--- config.mk ---
export PLATFORM = sky130hd
export DESIGN_NAME = bftr_ctrl
export DESIGN_NICKNAME = d
export VERILOG_FILES = /design/src/rtl/bftr_pkg.sv /design/src/rtl/bftr_ctrl.sv
export VERILOG_INCLUDE_DIRS = /design/src /design/src/rtl
export SDC_FILE = /design/constraint.sdc
export NUM_CORES = 1
export LEC_CHECK = 0
export ABC_AREA = 1
export BUFFER_PORTS_ARGS = -buffer_cell sky130_fd_sc_hd__buf_4
export CORE_AREA = 2 2 39 41
export DETAILED_ROUTE_END_ITERATION = 12
export DIE_AREA = 0 0 41 43
export SYNTH_ARGS = -nofsm -noshare
export SYNTH_HDL_FRONTEND = slang
export SYNTH_SLANG_ARGS = --single-unit
--- constraint.sdc ---
create_clock -name clk -period 2.35 [get_ports clk]
set_input_delay 0.47 -clock clk [delete_from_list [all_inputs] [get_ports clk]]
set_output_delay 0.47 -clock clk [all_outputs]
set_load 0.01 [all_outputs]
--- src/rtl/bitmap_font_text_renderer_unit_assert.svh ---
`ifndef BITMAP_FONT_TEXT_RENDERER_UNIT_ASSERT_SVH
`define BITMAP_FONT_TEXT_RENDERER_UNIT_ASSERT_SVH

// same-cycle implication, sampled on clk, off during rst
`define BFTR_CHK_NOW(lbl, ante, cons) \
  lbl: assert property (@(posedge clk) disable iff (rst) (ante) |-> (cons)) \
    else $error("%m: check failed");

// next-cycle implication, sampled on clk, off during rst
`define BFTR_CHK_NEXT(lbl, ante, cons) \
  lbl: assert property (@(posedge clk) disable iff (rst) (ante) |=> (cons)) \
    else $error("%m: check failed");

`endif

--- src/rtl/bftr_pkg.sv ---
`timescale 1ns / 1ps

package bftr_pkg;

  localparam int FONT_BYTES       = 16384;
  localparam int MAX_GLYPH_HEIGHT = 32;
  localparam int MAX_TEXT_ROWS    = 256;

  localparam int FONT_ADDR_W = $clog2(FONT_BYTES);
  localparam int ROW_W       = $clog2(MAX_TEXT_ROWS);
  localparam int H_LIMIT     = (MAX_GLYPH_HEIGHT < 32) ? MAX_GLYPH_HEIGHT : 32;
  // glyph index (10) + bytes per glyph (8) + row/byte offset headroom
  localparam int PTR_W       = 19;

  localparam int IN_TDATA_W  = 40;
  localparam int OUT_TDATA_W = 64;
  localparam int CFG_IDX_W   = 3;
  localparam int CFG_DATA_W  = 16;

  localparam logic [15:0] NEWLINE_CODE = 16'd10;

  typedef enum logic [1:0] {
    ACT_LOAD  = 2'd0,
    ACT_PUT   = 2'd1,
    ACT_CLEAR = 2'd2
  } action_t;

  typedef enum logic [CFG_IDX_W-1:0] {
    CFG_GLYPH_WIDTH      = 3'd0,
    CFG_GLYPH_HEIGHT     = 3'd1,
    CFG_GLYPH_COUNT      = 3'd2,
    CFG_BYTES_PER_GLYPH  = 3'd3,
    CFG_SCANLINE_BYTES   = 3'd4,
    CFG_COLUMNS_PER_LINE = 3'd5
  } cfg_idx_t;

  localparam logic [5:0]  RST_GLYPH_WIDTH      = 6'd8;
  localparam logic [5:0]  RST_GLYPH_HEIGHT     = 6'd16;
  localparam logic [9:0]  RST_GLYPH_COUNT      = 10'd256;
  localparam logic [7:0]  RST_BYTES_PER_GLYPH  = 8'd16;
  localparam logic [15:0] RST_SCANLINE_BYTES   = 16'd4096;
  localparam logic [9:0]  RST_COLUMNS_PER_LINE = 10'd113;

  typedef struct packed {
    logic load;     // font byte write on this transaction
    logic put;      // capture character code
    logic clear;    // cursor to origin
    logic prep;     // newline / wrap, latch glyph geometry
    logic mul1;     // row*h and column*(w+1)
    logic mul2;     // start offset and glyph base address
    logic fetch;    // issue one font byte read
    logic emit;     // load output register with a finished row
    logic advance;  // step the cursor after the last row
  } cmd_t;

  typedef struct packed {
    logic newline;
    logic wrap;
    logic last_byte;
    logic last_row;
    logic out_free;
  } status_t;

endpackage

--- src/rtl/bftr_ctrl.sv ---
`timescale 1ns / 1ps
`include "bitmap_font_text_renderer_unit_assert.svh"

module bftr_ctrl (
  input  logic              clk,
  input  logic              rst,
  input  logic              s_axis_tvalid,
  output logic              s_axis_tready,
  input  logic [1:0]        s_axis_tuser,
  output bftr_pkg::cmd_t    cmd,
  input  bftr_pkg::status_t status
);

  typedef enum logic [2:0] {
    S_IDLE,
    S_PREP,
    S_MUL1,
    S_MUL2,
    S_FETCH,
    S_LAST
  } state_t;

  state_t state;
  state_t state_next;
  logic   accept;

  assign s_axis_tready = (state == S_IDLE);
  assign accept        = s_axis_tvalid && (state == S_IDLE);

  always_comb begin
    cmd        = '0;
    state_next = state;
    case (state)
      S_IDLE: begin
        cmd.load  = accept && (s_axis_tuser == bftr_pkg::ACT_LOAD);
        cmd.put   = accept && (s_axis_tuser == bftr_pkg::ACT_PUT);
        cmd.clear = accept && (s_axis_tuser == bftr_pkg::ACT_CLEAR);
        if (cmd.put) begin
          state_next = S_PREP;
        end
      end
      S_PREP: begin
        cmd.prep   = 1'b1;
        state_next = status.newline ? S_IDLE : S_MUL1;
      end
      S_MUL1: begin
        cmd.mul1   = 1'b1;
        state_next = S_MUL2;
      end
      S_MUL2: begin
        cmd.mul2   = 1'b1;
        state_next = S_FETCH;
      end
      S_FETCH: begin
        cmd.fetch = 1'b1;
        if (status.last_byte) begin
          state_next = S_LAST;
        end
      end
      S_LAST: begin
        // last byte of the row sits in the ram output until the row leaves
        cmd.emit    = status.out_free;
        cmd.advance = status.out_free && status.last_row;
        if (status.out_free) begin
          state_next = status.last_row ? S_IDLE : S_FETCH;
        end
      end
      default: begin
        state_next = S_IDLE;
      end
    endcase
  end

  always_ff @(posedge clk) begin
    if (rst) begin
      state <= S_IDLE;
    end else begin
      state <= state_next;
    end
  end

  `BFTR_CHK_NOW(a_emit_needs_room, cmd.emit, status.out_free)
  `BFTR_CHK_NOW(a_advance_on_last, cmd.advance, cmd.emit && status.last_row)
  `BFTR_CHK_NEXT(a_fetch_ends_row, (state == S_FETCH) && status.last_byte, state == S_LAST)
  `BFTR_CHK_NEXT(a_put_starts_prep, cmd.put, state == S_PREP)

endmodule

==> results of run 1 <==
-- power breakdown --
| part | internal, W | switching, W | leakage [nW] |
|---|---|---|---|
| Sequential | 0.0000588 | 0.0000192 | 0.0246 |
| Clock | 0.0000635 | 0.0000245 | 0.0150 |
| Combinational | 0.0000565 | 0.0000544 | 0.203 |
-- cells in the mapped netlist --
| master | n | share of area |
|---|---|---|
| inv_1 | 9 | 0.12 |
| nor2_1 | 8 | 0.10 |
| nand2_1 | 7 | 0.092 |
| nor3_1 | 4 | 0.070 |
| a21oi_1 | 3 | 0.052 |
| dfxtp_1 | 3 | 0.21 |
| nand3_1 | 3 | 0.052 |
| nor2_2 | 2 | 0.044 |
| o21ai_0 | 2 | 0.035 |
| buf_4 | 1 | 0.026 |
| buf_6 | 1 | 0.039 |
| inv_2 | 1 | 0.013 |
| nand3_2 | 1 | 0.035 |
| nand4_1 | 1 | 0.022 |
| nor3_4 | 1 | 0.057 |
| o21ai_2 | 1 | 0.031 |
-- worst max-delay path by stage --
stage             start      to  slack [ps]  cells after the start
6_report       state[0]  cmd[6]         570                      4
3_3_place_gp   state[0]  cmd[8]         830                      4
2_1_floorplan  state[0]  cmd[6]         820                      4
3_5_place_dp   state[0]  cmd[8]         810                      4
5_1_grt        state[0]  cmd[6]         480                      4
4_1_cts        state[0]  cmd[8]         550                      4
-- worst max-delay path, delay by kind of cell, from the launching register on --
kind,cells,cell delay [ps]
AND/OR/NAND/NOR,3,520
flip-flops,1,410
buffers and inverters,1,150
-- per-stage QoR --
stage | utilization | hold WS, ps
final | 0.3246 | 412.7
after global routing | 0.3246 | 402.6
after CTS | 0.3246 | 403.3
after detailed placement | 0.3056 | 648.6
after global placement | 0.3056 | 644.6
after floorplan | - | 542.4
-- logic make-up after synthesis --
kind of cell           count (synthesis)
AOI/OAI and AO/OA                      6
buffers and inverters                 12
DFF                                    3
and+or+nand+nor                       27
-- per-layer routing --
metal,share of wire,wire (um)
met1,0.47,315
met2,0.45,303
met3,0.077,52
met4,0,0
met5,0,0
-- layout make-up --
cell class	count	area share
timing repair buffer	18	0.3008
tap	16	0.04457
clock buffer	4	0.05850
inverter	10	0.08357
multi-input combinational	33	0.3788
sequential	3	0.1337
==> flow_metrics.env, run 1 <==
export IMPL_dp_slack_ps=808.5
export IMPL_dieArea_sq_mm=0.001763
export IMPL_critical_path_max_stage_delay_ps=410
export IMPL_p_leak_nw=0.2430
export IMPL_synth_compound_area_share=0.1179
export IMPL_register_area_sq_um=60.06
export IMPL_cts_tree="yes"
export IMPL_max_slew_margin=0.7575
export IMPL_ant_nets=0
export IMPL_met3_usage=0.04712
export IMPL_pwr_density_cell_mw_per_mm2=616.4
export IMPL_drc=0
export IMPL_top_register="state"
export IMPL_finish_net_count=79
export IMPL_fmax_mhz=563.1
export IMPL_ys_warn_count=0
export IMPL_cts_repair_resized=0
export IMPL_fill_cells=157
export IMPL_fin_crit_sh=0.7556
export IMPL_fin_skew_ps=0.7075
export IMPL_ys_types=16
export IMPL_final_cell_mix="18 x buf_4, 9 x inv_1, 8 x nor2_1"
export IMPL_use_met1=0.1122
export IMPL_synth_adder_area_share=0
export IMPL_multi_input_area_sq_um=170.2
export IMPL_start_util=0.2071
export IMPL_outcome="finished, final reports clean"
export IMPL_dp_cells=80
export IMPL_die_width_um=41
export IMPL_synth_seq_cells=3
export IMPL_crit_fanout=9
export IMPL_hold_end="state[1]"
export IMPL_gr_total_overflow=0
export IMPL_drt_iter0_markers=3
export IMPL_layout_drive_gt1_share=0.3971
export IMPL_grt_use_total=0.08626
export IMPL_rrSetupSlack_ps=1200
export IMPL_peakVddDrop_v=0.0002755
export IMPL_core_area_sq_mm=0.001384
export IMPL_drt_pass1_iter_count=3
export IMPL_syn_area_sq_um=286.5
export IMPL_num_vias=357
export IMPL_largest_registers="state: 3 flops"
export IMPL_area_growth_syn_to_layout_pct=56.77
export IMPL_clkSinkCount=3
export IMPL_place_gp_congestion=0.7047
export IMPL_synth_top_family_by_area="simple AND/OR/NAND/NOR gates"
export IMPL_dpl_cell_area_sq_um=422.9
export IMPL_cts_root_buf="clkbuf_4"
export IMPL_grt_pass1_vias=275
export IMPL_clock_latency_ps=230
export IMPL_setup_slack_ps=574.3
export IMPL_viasPerCell=4.250
export IMPL_top_usage_layer="met2"
export IMPL_yosysSeqAreaShare=0.2096
export IMPL_cts_buffers=3
export IMPL_drv_cap=0
export IMPL_final_common_cell="buf_4"
export IMPL_synth_xor_area_frac=0
export IMPL_grt_antenna_before_repair=0
export IMPL_cp_required_ps=1880
export IMPL_h_tree_depth=1
export IMPL_reg2reg_depth=7
export IMPL_crit_chain="nor3_4, nand2_1, nor3_1, buf_4"
export IMPL_finalSetupViolCount=0
export IMPL_layout_min_cycle_time_ps=1776
export IMPL_routed_wl_um=671
export IMPL_cts_hold_buffers=0
export IMPL_grt_max_degree=10
export IMPL_clock_path_buffers=2
export IMPL_avgSynthCellArea_sq_um=5.969
export IMPL_ios=20
export IMPL_num_antenna_cells=0
export IMPL_synth_area_mux_share=0
export IMPL_grt_pass1_wl_um=1041
export IMPL_fin_setup_tns_ps=0
export IMPL_largest_reg_flops=3
export IMPL_synth_nets=58
export IMPL_endpoint_kind="primary output"
export IMPL_wire_per_inst_um=7.988
export IMPL_dpl_hpwl_um=559.2
export IMPL_crit_arrival_ps=1310
export IMPL_holdPathStages=2
export IMPL_slowest_stage="dfxtp_1"
export IMPL_r2r_end="state[0]"
export IMPL_crit_reg2reg_launch="state[0]"
export IMPL_hold_viol=0
export IMPL_hp_start="rst"
export IMPL_synthSimpleGateAreaFrac=0.4760
export IMPL_num_rows=14
export IMPL_rsz0062_at_grt="no"
export IMPL_met2_usage=0.1219
export IMPL_drv_slew=0
export IMPL_cts_setup_buffers=0
export IMPL_syn_inst=48
export IMPL_fp_dieH_um=43
export IMPL_power_w=0.0002769
export IMPL_worst_pin_slew_ps=363.3
export IMPL_hold_class="primary input to flop"
export IMPL_critPathKind="flop to primary output"
export IMPL_port_buffers=18
export IMPL_cp_start_kind="flop"
export IMPL_clkTransAtPathRegs_ps=40
export IMPL_design_area_sq_um=449.2
export IMPL_finalNonFillerCells=84
Power figures use the tool's default switching activity.
==> run 2, diff against run 1 <==
==> constraint.sdc (replaced) <==
create_clock -name clk -period 1.7 [get_ports clk]
set_input_delay 0.34 -clock clk [delete_from_list [all_inputs] [get_ports clk]]
set_output_delay 0.34 -clock clk [all_outputs]
set_load 0.01 [all_outputs]
==> run 2 against run 1 <==
Against the previous run: via count rose by 0.84%; sequential share of layout area barely moved; global-route usage rose by 0.52 points; sequential power rose by 38%; worst hold slack got worse by 140 ps; critical path depth fell by 1; count of clock-buffer cells in the layout did not move; core utilization rose by 0.63 points; wire length fell by 1.6%; critical endpoint is now cmd[5]; largest power group unchanged.
==> flow_metrics.env, run 2 (synthesis results as in run 1) <==
export IMPL_crit_start="state[0]"
export IMPL_cp_start_kind="flop"
export IMPL_final_util=0.3309
export IMPL_fin_crit_sh=0.9239
export IMPL_grt_pass1_wl_um=1041
export IMPL_dieArea_sq_mm=0.001763
export IMPL_fill_cells=162
export IMPL_cts_root_buf="clkbuf_4"
export IMPL_top_register="state"
export IMPL_dpl_hpwl_um=544.7
export IMPL_fin_setup_tns_ps=0
export IMPL_drt_iter0_markers=12
export IMPL_outcome="finished, final reports clean"
export IMPL_gr_total_overflow=0
export IMPL_final_cell_mix="19 x buf_4, 9 x inv_1, 8 x nor2_1"
export IMPL_area_growth_syn_to_layout_pct=59.83
export IMPL_grt_pass1_vias=266
export IMPL_max_slew_margin=0.7633
export IMPL_hold_class="primary input to flop"
export IMPL_endpoint_kind="primary output"
export IMPL_crit_arrival_ps=1230
export IMPL_cts_tree="yes"
export IMPL_drt_pass1_iter_count=4
export IMPL_rrSetupSlack_ps=550
export IMPL_clkSinkCount=3
export IMPL_largest_reg_flops=3
export IMPL_hold_viol=0
export IMPL_critPathKind="flop to primary output"
export IMPL_worst_pin_slew_ps=354.6
export IMPL_dpl_cell_area_sq_um=422.9
export IMPL_start_util=0.2071
export IMPL_grt_max_degree=10
export IMPL_die_width_um=41
export IMPL_drv_cap=0
export IMPL_peakVddDrop_v=0.0005395
export IMPL_design_area_sq_um=457.9
export IMPL_p_leak_nw=0.2480
export IMPL_place_gp_congestion=0.7024
export IMPL_fmax_mhz=636.7
export IMPL_finish_net_count=80
export IMPL_grt_use_total=0.09146
export IMPL_grt_antenna_before_repair=0
export IMPL_largest_registers="state: 3 flops"
export IMPL_crit_fanout=9
export IMPL_cts_hold_buffers=0
export IMPL_clock_latency_ps=230
export IMPL_finalSetupViolCount=0
export IMPL_routed_wl_um=660
export IMPL_rsz0062_at_grt="no"
export IMPL_drv_slew=0
export IMPL_pwr_density_cell_mw_per_mm2=854.3
export IMPL_cts_buffers=3
export IMPL_h_tree_depth=1
export IMPL_wire_per_inst_um=7.765
export IMPL_drc=0
export IMPL_final_common_cell="buf_4"
export IMPL_ant_nets=0
export IMPL_num_rows=14
export IMPL_layout_min_cycle_time_ps=1571
export IMPL_cp_required_ps=1360
export IMPL_clock_path_buffers=2
export IMPL_port_buffers=18
export IMPL_hp_start="rst"
export IMPL_num_antenna_cells=0
export IMPL_ios=20
export IMPL_fin_skew_ps=1.505
export IMPL_fp_dieH_um=43
export IMPL_clkTransAtPathRegs_ps=40
export IMPL_layout_drive_gt1_share=0.4203
export IMPL_num_vias=360
export IMPL_crit_reg2reg_launch="state[0]"
export IMPL_core_area_sq_mm=0.001384
export IMPL_viasPerCell=4.235
## run 2: cell types whose count changed in the layout (fill, tap and decap cells not counted)
cell | previous run | this run
buf_4 | 18 | 19
dfxtp_1 | 3 | 2
dfxtp_2 | 0 | 1
## run 2: power by group
part	total [W]	internal [W]	leakage (nW)	switching (W)
registers	0.000108	0.0000815	0.0251	0.0000261
logic	0.000161	0.0000841	0.208	0.0000768
clock network	0.000123	0.0000878	0.0150	0.0000350
total	0.000391	0.000253	0.248	0.000138
## run 2: critical path: stages (launching register included)
cell and delay [ps]:
dfxtp_1 520, inv_1 100, nor3_1 210, buf_4 170
## run 2: area by class of cell
type | count | area (sq um) | area share
Clock buffer | 4 | 26.28 | 0.05738
Inverter | 10 | 37.54 | 0.08197
Multi-Input combinational cell | 33 | 170.2 | 0.3716
Sequential cell | 3 | 61.31 | 0.1339
Tap cell | 16 | 20.02 | 0.04372
Timing Repair Buffer | 19 | 142.6 | 0.3115
## run 2: per-stage QoR
stage	cells	power (W)	worst slack [ps]	hold slack, ps
floorplan	48	0.0002096	300.9	412.4
global placement	80	0.0002621	306.7	521.5
detailed placement	80	0.0002620	294.5	521.3
CTS	84	0.0003909	44.32	279.1
global route	85	0.0004274	19.95	277.6
finish	85	0.0003912	129.4	277.1
## run 2: timing repair
item,CTS,global route
setup buffers,0,1
setup endpoints to repair,0,2
resized for setup,0,1
## run 2: routing by layer
metal	GRT usage	share of wire	wire length, um	up-vias
li1	-	-	-	190
met1	0.1129	0.45	296	149
met2	0.1188	0.42	280	19
met3	0.04712	0.10	68	2
met4	0.06000	0.021	14	0
met5	0	0	0	-
## run 2: final timing paths
path | endpoint | cells past startpoint
max | cmd[5] | 3
min | state[2] | 2
max reg2reg | state[0] | 7
min reg2reg | state[0] | 2
==> run 3, diff against run 2 <==
--- a/config.mk
+++ b/config.mk
@@ -11,6 +11,8 @@
 export CORE_AREA = 2 2 39 41
 export DETAILED_ROUTE_END_ITERATION = 12
 export DIE_AREA = 0 0 41 43
+export GPL_TIMING_DRIVEN = 0
+export MAX_ROUTING_LAYER = met4
 export SYNTH_ARGS = -nofsm -noshare
 export SYNTH_HDL_FRONTEND = slang
 export SYNTH_SLANG_ARGS = --single-unit
==> run 3 against run 2 <==
Against the previous run: clock skew about the same; design area up 3.8%; core utilization up 1.3 points; count of clock-buffer cells in the layout unchanged; global-route usage up 0.33 points; flip-flop and latch count unchanged; highest routed layer unchanged; first-iteration DRC count down 75%; worst hold slack better by 6.5 ps.
==> flow_metrics.env, run 3 (synthesis results as in run 1) <==
export IMPL_start_util=0.2071
export IMPL_layout_min_cycle_time_ps=1626
export IMPL_dieArea_sq_mm=0.001763
export IMPL_num_vias=360
export IMPL_fill_cells=154
export IMPL_p_leak_nw=0.2558
export IMPL_cts_buffers=3
export IMPL_routed_wl_um=725
export IMPL_fin_skew_ps=1.008
export IMPL_hold_class="primary input to flop"
export IMPL_clock_path_buffers=2
export IMPL_ios=20
export IMPL_port_buffers=18
export IMPL_viasPerCell=4.186
export IMPL_worst_pin_slew_ps=263.9
export IMPL_path_buf_inv=2
export IMPL_critical_path_max_stage_delay_ps=300
export IMPL_cts_hold_buffers=0
export IMPL_drv_cap=0
export IMPL_wire_per_inst_um=8.430
export IMPL_gr_total_overflow=0
export IMPL_grt_pass1_wl_um=1062
export IMPL_max_slew_margin=0.8227
export IMPL_num_rows=14
export IMPL_crit_arrival_ps=1290
export IMPL_cts_tree="yes"
export IMPL_largest_registers="state: 3 flops"
export IMPL_clock_latency_ps=230
export IMPL_pwr_density_cell_mw_per_mm2=850.5
export IMPL_place_gp_congestion=0.7367
export IMPL_crit_chain="buf_6, nor3_4, nand2_2, nor3_1, buf_4"
export IMPL_ant_nets=0
export IMPL_fin_crit_sh=0.9564
export IMPL_design_area_sq_um=475.5
export IMPL_grt_max_degree=10
export IMPL_cp_start_kind="flop"
export IMPL_dpl_cell_area_sq_um=441.7
export IMPL_layout_drive_gt1_share=0.4429
export IMPL_area_growth_syn_to_layout_pct=65.94
export IMPL_final_common_cell="buf_4"
export IMPL_fmax_mhz=615.1
export IMPL_crit_family="simple AND/OR/NAND/NOR gates"
export IMPL_rsz0062_at_grt="no"
export IMPL_num_antenna_cells=0
export IMPL_peakVddDrop_v=0.0005468
export IMPL_critPathKind="flop to primary output"
export IMPL_slowest_stage="dfxtp_1"
export IMPL_drt_pass1_iter_count=4
export IMPL_grt_pass1_vias=274
export IMPL_final_cell_mix="19 x buf_4, 9 x inv_1, 8 x nor2_1"
export IMPL_top_register="state"
export IMPL_cp_required_ps=1360
export IMPL_dpl_hpwl_um=556.7
export IMPL_fin_setup_tns_ps=0
export IMPL_outcome="finished, final reports clean"
export IMPL_finalSetupViolCount=0
export IMPL_largest_reg_flops=3
export IMPL_h_tree_depth=1
export IMPL_fp_dieH_um=43
export IMPL_cts_root_buf="clkbuf_4"
export IMPL_drc=0
export IMPL_finish_net_count=81
export IMPL_die_width_um=41
export IMPL_grt_antenna_before_repair=0
export IMPL_drv_slew=0
export IMPL_endpoint_kind="primary output"
export IMPL_hold_viol=0
export IMPL_grt_use_total=0.09475
export IMPL_clkTransAtPathRegs_ps=40
export IMPL_drt_iter0_markers=3
export IMPL_clkSinkCount=3
export IMPL_crit_fanout=9
export IMPL_core_area_sq_mm=0.001384
[run 3: cell types whose count changed in the layout (fill, tap and decap cells not counted), sizes merged]
cell  delta
buf      +1
[run 3: final timing paths]
kind	from	end	cells past startpoint	slack (ps)
setup / recovery	state[0]	cmd[6]	5	70
hold / removal	rst	state[1]	2	280
setup reg to reg	state[1]	state[0]	7	610
hold reg to reg	state[0]	state[0]	3	610
[run 3: through the flow]
| step | total power (W) | setup slack [ps] | std cells | utilization | hold slack [ps] |
|---|---|---|---|---|---|
| finish | 0.0004044 | 74.17 | 86 | 0.3436 | 283.6 |
| global route | 0.0004399 | 10.19 | 86 | 0.3436 | 282.9 |
| CTS | 0.0004063 | 47.58 | 86 | 0.3382 | 278.9 |
| detailed placement | 0.0002789 | 295.8 | 82 | 0.3192 | 520.5 |
| global placement | 0.0002775 | 326.1 | 82 | 0.3192 | 521.4 |
| floorplan | 0.0002096 | 300.9 | 48 | - | 412.4 |
[run 3: layout make-up]
class	count	area (sq um)	area share
plain buffers	2	18.77	0.03947
clock buffers	4	26.28	0.05526
inverters	10	37.54	0.07895
multi-input cells	33	177.7	0.3737
flip-flops and latches	3	60.06	0.1263
well taps	16	20.02	0.04211
repair buffers	18	135.1	0.2842
[run 3: metal layers]
metal	track usage	vias to the layer above	routed length [um]
li1	-	195	-
met1	0.1161	150	359
met5	-	-	0
met3	0.04712	2	56
met4	0.06000	0	14
met2	0.1188	13	294
[run 3: power breakdown]
part	total [W]	switching [W]	leakage (nW)	internal, W
sequential	0.0000900	0.00000879	0.0246	0.0000813
combinational	0.000191	0.0000988	0.216	0.0000923
clock	0.000123	0.0000353	0.0150	0.0000879
total	0.000404	0.000143	0.256	0.000261
[run 3: timing repair]
action,CTS,global route
setup buffers,0,0
gates resized for setup,0,2
endpoints found under the hold margin,0,0
endpoints found under the setup margin,0,2
